$ cat src/sv/refcounted_ring_slot_tracker_unit_macros.svh
// Assertion helpers shared by the tracker RTL.
`ifndef REFCOUNTED_RING_SLOT_TRACKER_UNIT_MACROS_SVH
`define REFCOUNTED_RING_SLOT_TRACKER_UNIT_MACROS_SVH

// Same-cycle implication, disabled while reset is asserted.
`define RRST_ASSERT_NOW(label, clk, rst_n, ante, cons) \
	label: assert property (@(posedge clk) disable iff (!(rst_n)) (ante) |-> (cons)) \
		else $error("tracker check failed");

// Next-cycle implication, disabled while reset is asserted.
`define RRST_ASSERT_NEXT(label, clk, rst_n, ante, cons) \
	label: assert property (@(posedge clk) disable iff (!(rst_n)) (ante) |=> (cons)) \
		else $error("tracker check failed");

`endif

$ cat src/sv/rrst_pkg.sv
package rrst_pkg;

	localparam int RRST_RING_SLOTS = 8;
	localparam int OFF_W = 16;
	localparam int CNT_W = 8;
	localparam int REQ_W = 2;

	// Request codes
	localparam logic [REQ_W-1:0] REQ_FILL  = 2'd0;
	localparam logic [REQ_W-1:0] REQ_USE   = 2'd1;
	localparam logic [REQ_W-1:0] REQ_QUERY = 2'd2;

	// Cell row operations
	localparam logic [1:0] CMD_NONE  = 2'd0;
	localparam logic [1:0] CMD_WRITE = 2'd1;
	localparam logic [1:0] CMD_DEC   = 2'd2;
	localparam logic [1:0] CMD_SHIFT = 2'd3;

	typedef struct packed {
		logic [1:0]       op;
		logic [CNT_W-1:0] wval;
	} row_cmd_t;

	typedef struct packed {
		logic             wr;
		logic             dec;
		logic             shift;
		logic [CNT_W-1:0] wval;
	} cell_ctrl_t;

endpackage

$ cat src/sv/refcounted_ring_slot_tracker_unit.sv
// Reference-counted ring slot tracker.
// Input channel (in_valid / in_stall) carries one request: req_type and
// batch_offset. Fill takes the tail offset, use drops one count of an offset
// inside the head..tail window, query changes nothing. Output channel
// (out_valid / out_stall) returns one result per request with the window
// status, an error flag and the head and tail offsets after the request.
// cfg_we / cfg_wdata write consumer_count; write it only while idle.
// Slot counts live in a row of cells ordered by distance from the head;
// releasing the head shifts the whole row down by one cell per cycle.
// Steps: decide, then release up to RING_SLOTS slots at the head (skipped
// for a refused request), then post the result. The input takes the next
// request once the result posts. One request is in flight at a time; the
// next may be taken while the previous result still waits on out_stall.
// A stalled result holds; a finished request waits for the output register.
// Reset clears head, tail and occupancy and sets consumer_count to 1; slot
// counts need no clearing.
module refcounted_ring_slot_tracker_unit
	import rrst_pkg::*;
#(
	parameter int RING_SLOTS = RRST_RING_SLOTS
) (
	input  logic             clk,
	input  logic             arst_n,
	input  logic             cfg_we,
	input  logic [CNT_W-1:0] cfg_wdata,
	input  logic             in_valid,
	output logic             in_stall,
	input  logic [REQ_W-1:0] req_type,
	input  logic [OFF_W-1:0] batch_offset,
	output logic             out_valid,
	input  logic             out_stall,
	output logic             has_free_slot,
	output logic             offset_ready,
	output logic             offset_is_tail,
	output logic             request_error,
	output logic [OFF_W-1:0] head_offset,
	output logic [OFF_W-1:0] tail_offset
);

`include "refcounted_ring_slot_tracker_unit_macros.svh"

	localparam int IDX_W = (RING_SLOTS > 1) ? $clog2(RING_SLOTS) : 1;
	localparam int OCC_W = $clog2(RING_SLOTS + 1);
	localparam logic [OCC_W-1:0] SLOTS_OCC = OCC_W'(RING_SLOTS);

	localparam logic [1:0] ST_IDLE    = 2'd0;
	localparam logic [1:0] ST_DECIDE  = 2'd1;
	localparam logic [1:0] ST_ADVANCE = 2'd2;
	localparam logic [1:0] ST_DONE    = 2'd3;

	logic [1:0]       state_q;
	logic [CNT_W-1:0] consumer_count_q;
	logic [OFF_W-1:0] head_q;
	logic [OFF_W-1:0] tail_q;
	logic [OCC_W-1:0] occ_q;
	logic [REQ_W-1:0] req_q;
	logic [OFF_W-1:0] off_q;
	logic             err_q;
	logic             out_valid_q;
	logic             free_q;
	logic             ready_q;
	logic             is_tail_q;
	logic             out_err_q;
	logic [OFF_W-1:0] out_head_q;
	logic [OFF_W-1:0] out_tail_q;

	row_cmd_t         row_cmd;
	logic [IDX_W-1:0] row_idx;
	logic [CNT_W-1:0] sel_count;
	logic [CNT_W-1:0] head_count;
	logic [OFF_W-1:0] rel;
	logic             in_window;
	logic             decide_err;
	logic             adv_step;
	logic             in_take;
	logic             out_load;

	assign in_stall  = (state_q != ST_IDLE);
	assign in_take   = in_valid && !in_stall;
	assign rel       = off_q - head_q;
	assign in_window = rel < OFF_W'(occ_q);
	assign adv_step  = (occ_q != '0) && (head_count == '0);
	assign out_load  = (state_q == ST_DONE) && (!out_valid_q || !out_stall);

	// Check the request and pick the cell operation
	always_comb begin
		row_cmd.op   = CMD_NONE;
		row_cmd.wval = consumer_count_q;
		row_idx      = '0;
		decide_err   = 1'b0;
		case (req_q)
			REQ_FILL: begin
				decide_err = (off_q != tail_q) || (occ_q >= SLOTS_OCC);
				row_idx    = occ_q[IDX_W-1:0];
			end
			REQ_USE: begin
				row_idx    = rel[IDX_W-1:0];
				decide_err = !in_window || (sel_count == '0);
			end
			REQ_QUERY: decide_err = 1'b0;
			default:   decide_err = 1'b1;
		endcase
		if (state_q == ST_DECIDE && !decide_err) begin
			if (req_q == REQ_FILL) begin
				row_cmd.op = CMD_WRITE;
			end else if (req_q == REQ_USE) begin
				row_cmd.op = CMD_DEC;
			end
		end else if (state_q == ST_ADVANCE && adv_step) begin
			row_cmd.op = CMD_SHIFT;
		end
	end

	rrst_cell_row #(
		.RING_SLOTS (RING_SLOTS),
		.IDX_W      (IDX_W)
	) u_row (
		.clk        (clk),
		.cmd        (row_cmd),
		.idx        (row_idx),
		.sel_count  (sel_count),
		.head_count (head_count)
	);

	// Sequence one request: decide, release head slots, post result
	always_ff @(posedge clk or negedge arst_n) begin
		if (!arst_n) begin
			state_q          <= ST_IDLE;
			consumer_count_q <= CNT_W'(1);
			head_q           <= '0;
			tail_q           <= '0;
			occ_q            <= '0;
			out_valid_q      <= 1'b0;
		end else begin
			if (cfg_we) begin
				consumer_count_q <= cfg_wdata;
			end
			case (state_q)
				ST_IDLE: begin
					if (in_take) begin
						state_q <= ST_DECIDE;
					end
				end
				ST_DECIDE: begin
					if (!decide_err && req_q == REQ_FILL) begin
						tail_q <= tail_q + OFF_W'(1);
						occ_q  <= occ_q + OCC_W'(1);
					end
					state_q <= decide_err ? ST_DONE : ST_ADVANCE;
				end
				ST_ADVANCE: begin
					if (adv_step) begin
						head_q <= head_q + OFF_W'(1);
						occ_q  <= occ_q - OCC_W'(1);
					end else begin
						state_q <= ST_DONE;
					end
				end
				ST_DONE: begin
					if (out_load) begin
						state_q <= ST_IDLE;
					end
				end
				default: state_q <= ST_IDLE;
			endcase
			if (out_load) begin
				out_valid_q <= 1'b1;
			end else if (!out_stall) begin
				out_valid_q <= 1'b0;
			end
		end
	end

	// Hold the request fields and the decision
	always_ff @(posedge clk) begin
		if (in_take) begin
			req_q <= req_type;
			off_q <= batch_offset;
		end
		if (state_q == ST_DECIDE) begin
			err_q <= decide_err;
		end
	end

	// Output register
	always_ff @(posedge clk) begin
		if (out_load) begin
			free_q     <= occ_q < SLOTS_OCC;
			ready_q    <= in_window;
			is_tail_q  <= off_q == tail_q;
			out_err_q  <= err_q;
			out_head_q <= head_q;
			out_tail_q <= tail_q;
		end
	end

	assign out_valid      = out_valid_q;
	assign has_free_slot  = free_q;
	assign offset_ready   = ready_q;
	assign offset_is_tail = is_tail_q;
	assign request_error  = out_err_q;
	assign head_offset    = out_head_q;
	assign tail_offset    = out_tail_q;

	`RRST_ASSERT_NOW(a_occ_bound, clk, arst_n, 1'b1, occ_q <= SLOTS_OCC)
	`RRST_ASSERT_NOW(a_window_span, clk, arst_n, 1'b1, (tail_q - head_q) == OFF_W'(occ_q))
	`RRST_ASSERT_NEXT(a_take_decides, clk, arst_n, in_take, state_q == ST_DECIDE)
	`RRST_ASSERT_NEXT(a_head_step, clk, arst_n, state_q == ST_ADVANCE && adv_step, head_q == $past(head_q) + OFF_W'(1))

endmodule

$ cat src/sv/rrst_cell.sv
module rrst_cell
	import rrst_pkg::*;
(
	input  logic             clk,
	input  cell_ctrl_t       ctrl,
	input  logic [CNT_W-1:0] shift_in,
	output logic [CNT_W-1:0] count
);

	logic [CNT_W-1:0] count_q;

	// Take the neighbor's count on a shift, else load or decrement in place
	always_ff @(posedge clk) begin
		if (ctrl.shift) begin
			count_q <= shift_in;
		end else if (ctrl.wr) begin
			count_q <= ctrl.wval;
		end else if (ctrl.dec) begin
			count_q <= count_q - CNT_W'(1);
		end
	end

	assign count = count_q;

endmodule

$ cat src/sv/rrst_cell_row.sv
module rrst_cell_row
	import rrst_pkg::*;
#(
	parameter int RING_SLOTS = RRST_RING_SLOTS,
	parameter int IDX_W = (RING_SLOTS > 1) ? $clog2(RING_SLOTS) : 1
) (
	input  logic             clk,
	input  row_cmd_t         cmd,
	input  logic [IDX_W-1:0] idx,
	output logic [CNT_W-1:0] sel_count,
	output logic [CNT_W-1:0] head_count
);

	logic [CNT_W-1:0] counts [RING_SLOTS];

	// Cell i holds the count of the slot i places past the head
	for (genvar i = 0; i < RING_SLOTS; i++) begin : g_cell
		cell_ctrl_t       ctrl;
		logic [CNT_W-1:0] shift_in;

		assign ctrl.wr    = (cmd.op == CMD_WRITE) && (idx == IDX_W'(i));
		assign ctrl.dec   = (cmd.op == CMD_DEC) && (idx == IDX_W'(i));
		assign ctrl.shift = (cmd.op == CMD_SHIFT);
		assign ctrl.wval  = cmd.wval;

		// Last cell keeps its own value; it is never read before a fill
		if (i == RING_SLOTS - 1) begin : g_last
			assign shift_in = counts[i];
		end else begin : g_mid
			assign shift_in = counts[i+1];
		end

		rrst_cell u_cell (
			.clk      (clk),
			.ctrl     (ctrl),
			.shift_in (shift_in),
			.count    (counts[i])
		);
	end

	assign sel_count  = counts[idx];
	assign head_count = counts[0];

endmodule
$ cat config.mk
export PLATFORM = sky130hd
export DESIGN_NAME = refcounted_ring_slot_tracker_unit
export DESIGN_NICKNAME = d
export VERILOG_FILES = /design/src/sv/rrst_pkg.sv /design/src/sv/refcounted_ring_slot_tracker_unit.sv /design/src/sv/rrst_cell.sv /design/src/sv/rrst_cell_row.sv
export VERILOG_INCLUDE_DIRS = /design/src /design/src/sv
export SDC_FILE = /design/constraint.sdc
export NUM_CORES = 1
export LEC_CHECK = 0
export CELL_PAD_IN_SITES_DETAIL_PLACEMENT = 0
export CELL_PAD_IN_SITES_GLOBAL_PLACEMENT = 2
export CORE_ASPECT_RATIO = 1.25
export CORE_MARGIN = 2
export CORE_UTILIZATION = 45
export CTS_CLUSTER_SIZE = 28
export DETAILED_ROUTE_END_ITERATION = 12
export DONT_BUFFER_PORTS = 1
export PLACE_DENSITY = 0.88
export SYNTH_ARGS = -nofsm -noshare
export SYNTH_HDL_FRONTEND = slang
export SYNTH_SLANG_ARGS = --single-unit
export TNS_END_PERCENT = 20
$ cat constraint.sdc
create_clock -name clk -period 7.7 [get_ports clk]
set_clock_uncertainty 0.15 [all_clocks]
set_input_delay 1.155 -clock clk [delete_from_list [all_inputs] [get_ports clk]]
set_output_delay 1.155 -clock clk [all_outputs]
set_load 0.05 [all_outputs]
==> metrics.cfg, run 1 <==
[global_route]
grt_overflow = 0
grt_pass1_vias = 6833
grt_max_degree = 58
gr-usage-all-layers = 0.218
grt_use_met1 = 0.259
use_met3 = 0.0344
antenna_found_initial = 0
grt_first_pass_wirelength_um = 37700
grt-busiest-layer = met2
use_met2 = 0.398

[synth]
ys_ff_latch = 166
seq_area_frac_synth = 0.497
synth_edf_count = 119
yosysTopAreaCell = edfxtp_1
synth_ff_type = edfxtp_1
post-synth-top-count-cell = edfxtp_1
synth_area_um2 = 9560
synth_nets = 1004
synthTopCellsByArea = edfxtp_1, dfrtp_1, xnor2_1
synth.distinct_cells = 65
synth.top_cell.area_share = 0.374
avgSynthCellArea_um2 = 10.2
synth_cells = 936
yosysWarnings = 0
synthTopCellsByCount = edfxtp_1, nand2_1, o21ai_0, xnor2_1, nor2_1
synthArstFlopShare = 0.283

[final_layout]
final_cells = 1216
drive_above_1_share = 0.0679
diodes = 0
nets = 997
syn2layout_area_growth_pct = 8.76

[sta]
rsz0062_at_grt = no
setup_tns_ns = 0
fin_crit_sh = 0.611
hold_violations = 0
relSlewSlack = 0.185
whs_ns = 0.256
max_slew.worst_pin.slew_ns = 1.22
setup_violations = 0
fmax_mhz = 212
worst_slack_ns = 2.99
period_minus_slack_ns = 4.71
slew_viol_final = 0

[setup_path]
reg2reg_to = u_row.g_cell[3].u_cell.count[1]$_DFFE_PP_
cp_cell_sequence = ha_1 > fa_1 > a211oi_1 > mux2_2 > o21ai_1 > nor2_1 > a31oi_4 > buf_4 > mux2_4
critPathKind = reg -> reg
r2r_cells = 9
critPathLaunchType = register
reg2reg_slack_ns = 2.99
cp_max_fo = 57
worstSetupEndpointType = register
critPathArrivalTime_ns = 4.74
worstReg2RegStart = head_q[0]$_DFFE_PN0P_
slowest_stage = a31oi_4
critPathRequiredTime_ns = 7.73
slowest_delay_ns = 0.87

[die]
start_util = 0.459
rows = 59
die_h_um = 167
io_pins = 69
die_w_um = 134
core_um2 = 20800
dieArea_um2 = 22400

[detailed_routing]
drtIter0Drc = 467
firstDrtPassIters = 5
totalWireLength_um = 23800
ant_nets = 0
vias_per_cell = 5.67
drcViolationCount = 0
vias = 6889
wl_per_cell_um = 19.6

[clocking]
clock_path_buffers = 2
clock_latency_ns = 0.44
clkSinkCount = 166
h-tree-depth = 4
tritoncts = done
cts_hold_buf = 0
post_cts_buffers = 0
cts_root_buf = clkbuf_16
cts_inserted_buffers = 17
clk_pin_slew_ns = 0.08
ctsResizeCount = 0

[place]
place_inst = 1184
place_congestion = 0.857
io_buffers = 0
post-place-ws_ns = 3.04
dp_hpwl_um = 17500

[hold_path]
hold_class = in -> async

[power]
p_per_area_nw_per_um2 = 261
p_total_w = 0.00271
vdd_drop_max_mv = 0.164
power_leakage_nw = 3.80

[run_status]
status = finished, final reports clean

[run]
maxCapViolations = 0

[sequential cells by signal (all words and copies together), names as in the netlist]
signal	cells
occ_q	4
tail_q	16
req_q	2
offset_is_tail	1
request_error	1
u_row.g_cell.u_cell.count	64
head_q	16
tail_offset	16
offset_ready	1
err_q	1
head_offset	16
state_q	2
has_free_slot	1
off_q	16
out_valid	1
consumer_count_q	8
[power breakdown]
| group | leakage [nW] | internal, W | total [W] | switching [W] |
|---|---|---|---|---|
| Combinational | 1.81 | 0.000146 | 0.000409 | 0.000263 |
| Sequential | 1.70 | 0.00110 | 0.00143 | 0.000337 |
| Clock | 0.289 | 0.000441 | 0.000866 | 0.000425 |
| Total | 3.80 | 0.00168 | 0.00271 | 0.00103 |
[metrics by stage]
stage | util | area (µm²)
2_1_floorplan | - | 9560
3_3_place_gp | 0.471 | 9800
3_5_place_dp | 0.471 | 9800
4_1_cts | 0.499 | 10400
5_1_grt | 0.499 | 10400
6_report | 0.499 | 10400
[cells by family after synthesis]
family	Yosys count	share of synthesized area
AOI/OAI and AO/OA	213	0.138
muxes	27	0.0326
xor gates and xnor gates	95	0.0870
buffers and inverters	84	0.0376
and+or+nand+nor	314	0.158
adders and majority gates	37	0.0500
DFF	166	0.497
[metal layers]
| layer | wire, µm | up-vias | part of all wire |
|---|---|---|---|
| met5 | 0 | - | 0 |
| met3 | 786 | 29 | 0.033 |
| li1 | - | 3349 | - |
| met2 | 12700 | 156 | 0.54 |
| met4 | 589 | 0 | 0.025 |
| met1 | 9690 | 3355 | 0.41 |
[worst max-delay path by stage]
stage	start	to	slack [ns]
global placement	head_q[0]$_DFFE_PN0P_	u_row.g_cell[2].u_cell.count[1]$_DFFE_PP_	3.10
detailed placement	head_q[0]$_DFFE_PN0P_	u_row.g_cell[2].u_cell.count[1]$_DFFE_PP_	3.04
finish	head_q[0]$_DFFE_PN0P_	u_row.g_cell[3].u_cell.count[1]$_DFFE_PP_	2.99
global route	off_q[12]$_DFFE_PP_	u_row.g_cell[3].u_cell.count[1]$_DFFE_PP_	2.61
floorplan	out_stall	has_free_slot$_DFFE_PP_	3.25
CTS	head_q[0]$_DFFE_PN0P_	u_row.g_cell[3].u_cell.count[1]$_DFFE_PP_	2.99
[final cells by class]
class                   instances  area (µm²)
clock buffers                  17         425
multi-input cells             686        4480
flip-flops and latches        166        4750
fillers                      2001       10400
inverters                      55         206
well taps                     274         343
clock inverters                15         173
repair buffers                  3        22.5
[worst max-delay path, delay by kind of cell, from the launching register on]
kind,cells,cell delay (ns)
and+or+nand+nor,1,0.10
muxes,2,0.74
adders and majority gates,2,0.82
buffers and inverters,1,0.63
DFF,1,0.44
AOI/OAI and AO/OA,3,1.53
[layout by cell type (no fill, tap or decap), drive strengths merged, types with 12 or more instances in the layout]
cell type,n
xnor2,73
dfrtp,46
ha,35
nand2b,12
inv,64
nand3,19
edfxtp,119
a21oi,33
a21o,15
nor2,66
nand2,117
xor2,22
mux2i,15
nor3,25
clkbuf,17
o21ai,101
Note: power is estimated with default switching activity, not from simulation.
==> inputs of run 2 (changes only) <==
--- a/config.mk
+++ b/config.mk
@@ -10,11 +10,11 @@
 export CELL_PAD_IN_SITES_GLOBAL_PLACEMENT = 2
 export CORE_ASPECT_RATIO = 1.25
 export CORE_MARGIN = 2
-export CORE_UTILIZATION = 45
+export CORE_UTILIZATION = 38
 export CTS_CLUSTER_SIZE = 28
 export DETAILED_ROUTE_END_ITERATION = 12
 export DONT_BUFFER_PORTS = 1
-export PLACE_DENSITY = 0.88
+export PLACE_DENSITY = 0.79
 export SYNTH_ARGS = -nofsm -noshare
 export SYNTH_HDL_FRONTEND = slang
 export SYNTH_SLANG_ARGS = --single-unit
==> constraint.sdc (replaced) <==
create_clock -name clk -period 4.3 [get_ports clk]
set_clock_uncertainty 0.15 [all_clocks]
set_input_delay 0.645 -clock clk [delete_from_list [all_inputs] [get_ports clk]]
set_output_delay 0.645 -clock clk [all_outputs]
set_load 0.05 [all_outputs]
==> run 2 against run 1 <==
Against the previous run: worst hold slack got worse by 0.14 ns; design area increased by 3.0%; critical endpoint is now u_row.g_cell[2].u_cell.count[0]$_DFFE_PP_; register-to-register slack got worse by 2.9 ns; critical path type unchanged; maximum frequency increased by 12%; sequential share of layout area decreased by 1.3 points; count of clock-buffer cells in the layout unchanged; largest cell class unchanged; global-route usage decreased by 2.5 points; highest routed layer unchanged; clock power increased by 80%; non-clock buffer count increased by 20; sequential power increased by 78%.
==> metrics.cfg, run 2 (synthesis results as in run 1) <==
[clocking]
clkSinkCount = 166  ; unchanged
h-tree-depth = 4  ; unchanged
post_cts_buffers = 0  ; unchanged
tritoncts = done  ; unchanged
clk_pin_slew_ns = 0.08  ; about the same
cts_inserted_buffers = 17  ; unchanged
clock_latency_ns = 0.44  ; about the same
cts_root_buf = clkbuf_16  ; unchanged
clock_path_buffers = 2  ; unchanged

[final_layout]
syn2layout_area_growth_pct = 12.0  ; was 8.76%
final_util = 0.436  ; was 0.499
multiInputGateArea_um2 = 4490  ; was 4480 µm²
nets = 1017  ; was 997
final_cell_mix = edfxtp_1, nand2_1, o21ai_0  ; unchanged
regArea_um2 = 4750  ; unchanged
largest_reg_flops = 64  ; unchanged
drive_above_1_share = 0.0904  ; was 0.0679
final_common_cell = edfxtp_1  ; unchanged
filler_cell_count = 2381  ; was 2001

[hold_path]
min-delay-start = cfg_we
holdPathEnd = consumer_count_q[0]$_DFFE_PN1P_
whs_path_depth = 1
hold_class = in -> reg  ; was in -> async

[sta]
fin_crit_sh = 0.978  ; was 0.611
hold_violations = 0  ; unchanged
max_slew.worst_pin.slew_ns = 1.13  ; was 1.22 ns
setup_violations = 0  ; unchanged
rsz0062_at_grt = yes  ; was no
fmax_mhz = 238  ; was 212 MHz
slew_viol_final = 0  ; unchanged
relSlewSlack = 0.242  ; was 0.185
period_minus_slack_ns = 4.20  ; was 4.71 ns
setup_tns_ns = 0  ; unchanged

[die]
die_h_um = 181  ; was 167 µm
io_pins = 69  ; unchanged
dieArea_um2 = 26400  ; was 22400 µm²
start_util = 0.389  ; was 0.459
rows = 64  ; was 59
die_w_um = 146  ; was 134 µm
core_um2 = 24600  ; was 20800 µm²

[run_status]
status = finished, final reports clean  ; unchanged

[place]
place_congestion = 0.829  ; was 0.857
dp_hpwl_um = 18600  ; was 17500 µm
io_buffers = 0  ; unchanged

[global_route]
grt_first_pass_wirelength_um = 39300  ; was 37700 µm
grt_max_degree = 70  ; was 58
grt_overflow = 0  ; unchanged
grt_pass1_vias = 7011  ; was 6833
gr-usage-all-layers = 0.192  ; was 0.218
antenna_found_initial = 0  ; unchanged

[detailed_routing]
drcViolationCount = 0  ; unchanged
wl_per_cell_um = 19.2  ; was 19.6 µm
vias_per_cell = 5.30  ; was 5.67
totalWireLength_um = 24800  ; was 23800 µm
ant_nets = 0  ; unchanged
firstDrtPassIters = 5  ; unchanged
vias = 6851  ; was 6889
drtIter0Drc = 458  ; was 467

[setup_path]
reg2reg_slack_ns = 0.1  ; was 2.99 ns
cp_max_fo = 8  ; was 57
worstReg2RegStart = off_q[0]$_DFFE_PP_  ; was head_q[0]$_DFFE_PN0P_
r2r_cells = 13  ; was 9
critPathLaunchType = register  ; unchanged
critPathKind = reg -> reg  ; unchanged
critPathRequiredTime_ns = 4.21  ; was 7.73 ns
critPathArrivalTime_ns = 4.11  ; was 4.74 ns
reg2reg_to = u_row.g_cell[2].u_cell.count[0]$_DFFE_PP_  ; was u_row.g_cell[3].u_cell.count[1]$_DFFE_PP_
worstSetupEndpointType = register  ; unchanged

[power]
power_leakage_nw = 3.94  ; was 3.80 nW
vdd_drop_max_mv = 0.252  ; was 0.164 mV
p_per_area_nw_per_um2 = 459  ; was 261 nW/µm²

[run]
maxCapViolations = 0  ; unchanged

run 2: layer usage:
metal | vias up | track usage | part of all wire
li1 | 3390 | - | -
met1 | 3281 | 0.228 | 0.42
met2 | 138 | 0.352 | 0.53
met3 | 42 | 0.0258 | 0.025
met4 | 0 | 0.0737 | 0.028
met5 | - | 0 | 0
run 2: final cells by class:
class | count | share of cell area
clock inverters | 15 | 0.0186
well taps | 330 | 0.0386
multi-input cells | 686 | 0.419
inverters | 55 | 0.0193
repair buffers | 23 | 0.0206
diodes | 1 | 0.000234
flip-flops and latches | 166 | 0.444
clock buffers | 17 | 0.0397
run 2: per-stage QoR:
step                      area (µm²)  power (W)  hold slack (ns)  worst slack [ns]  instances
final                          10700    0.00491            0.116            0.0954       1293
after global routing           10700    0.00514            0.108            -0.252       1292
after CTS                      10700    0.00497            0.101            0.0753       1292
after detailed placement       10000    0.00339            0.201            0.0506       1258
after global placement         10000    0.00338            0.201             0.215       1258
after floorplan                 9560    0.00310            0.199             0.357        936
run 2: how the worst max path moves through the flow:
stage | from | slack, ns | end
final | off_q[0]$_DFFE_PP_ | 0.1 | u_row.g_cell[2].u_cell.count[0]$_DFFE_PP_
after global routing | off_q[0]$_DFFE_PP_ | -0.25 | u_row.g_cell[0].u_cell.count[7]$_DFFE_PP_
after CTS | off_q[0]$_DFFE_PP_ | 0.08 | u_row.g_cell[1].u_cell.count[3]$_DFFE_PP_
after detailed placement | off_q[0]$_DFFE_PP_ | 0.05 | u_row.g_cell[1].u_cell.count[2]$_DFFE_PP_
after global placement | off_q[0]$_DFFE_PP_ | 0.21 | u_row.g_cell[1].u_cell.count[3]$_DFFE_PP_
after floorplan | out_stall | 0.36 | has_free_slot$_DFFE_PP_
run 2: power breakdown:
group | total, W | switching, W | internal [W]
Combinational | 0.000802 | 0.000507 | 0.000295
Clock | 0.00156 | 0.000761 | 0.000799
Sequential | 0.00255 | 0.000589 | 0.00196
Total | 0.00491 | 0.00186 | 0.00306
run 2: timing repair:
action                                  4_1_cts  5_1_grt
gates resized for setup                       0        4
hold endpoints to repair                     47        0
hold buffers                                  2        0
endpoints found under the setup margin        0       64
run 2: worst max-delay path: stages, from the launching register on:
cell and delay, ns:
edfxtp_1 0.37, inv_1 0.05, ha_1 0.20, fa_1 0.40, xnor2_1 0.32, ha_1 0.29
o21ai_0 0.16, nor2_1 0.06, nor3_1 0.20, nand3b_1 0.11, nor4_1 0.33, a41oi_1 0.23
or2_2 0.39, o21bai_1 0.58
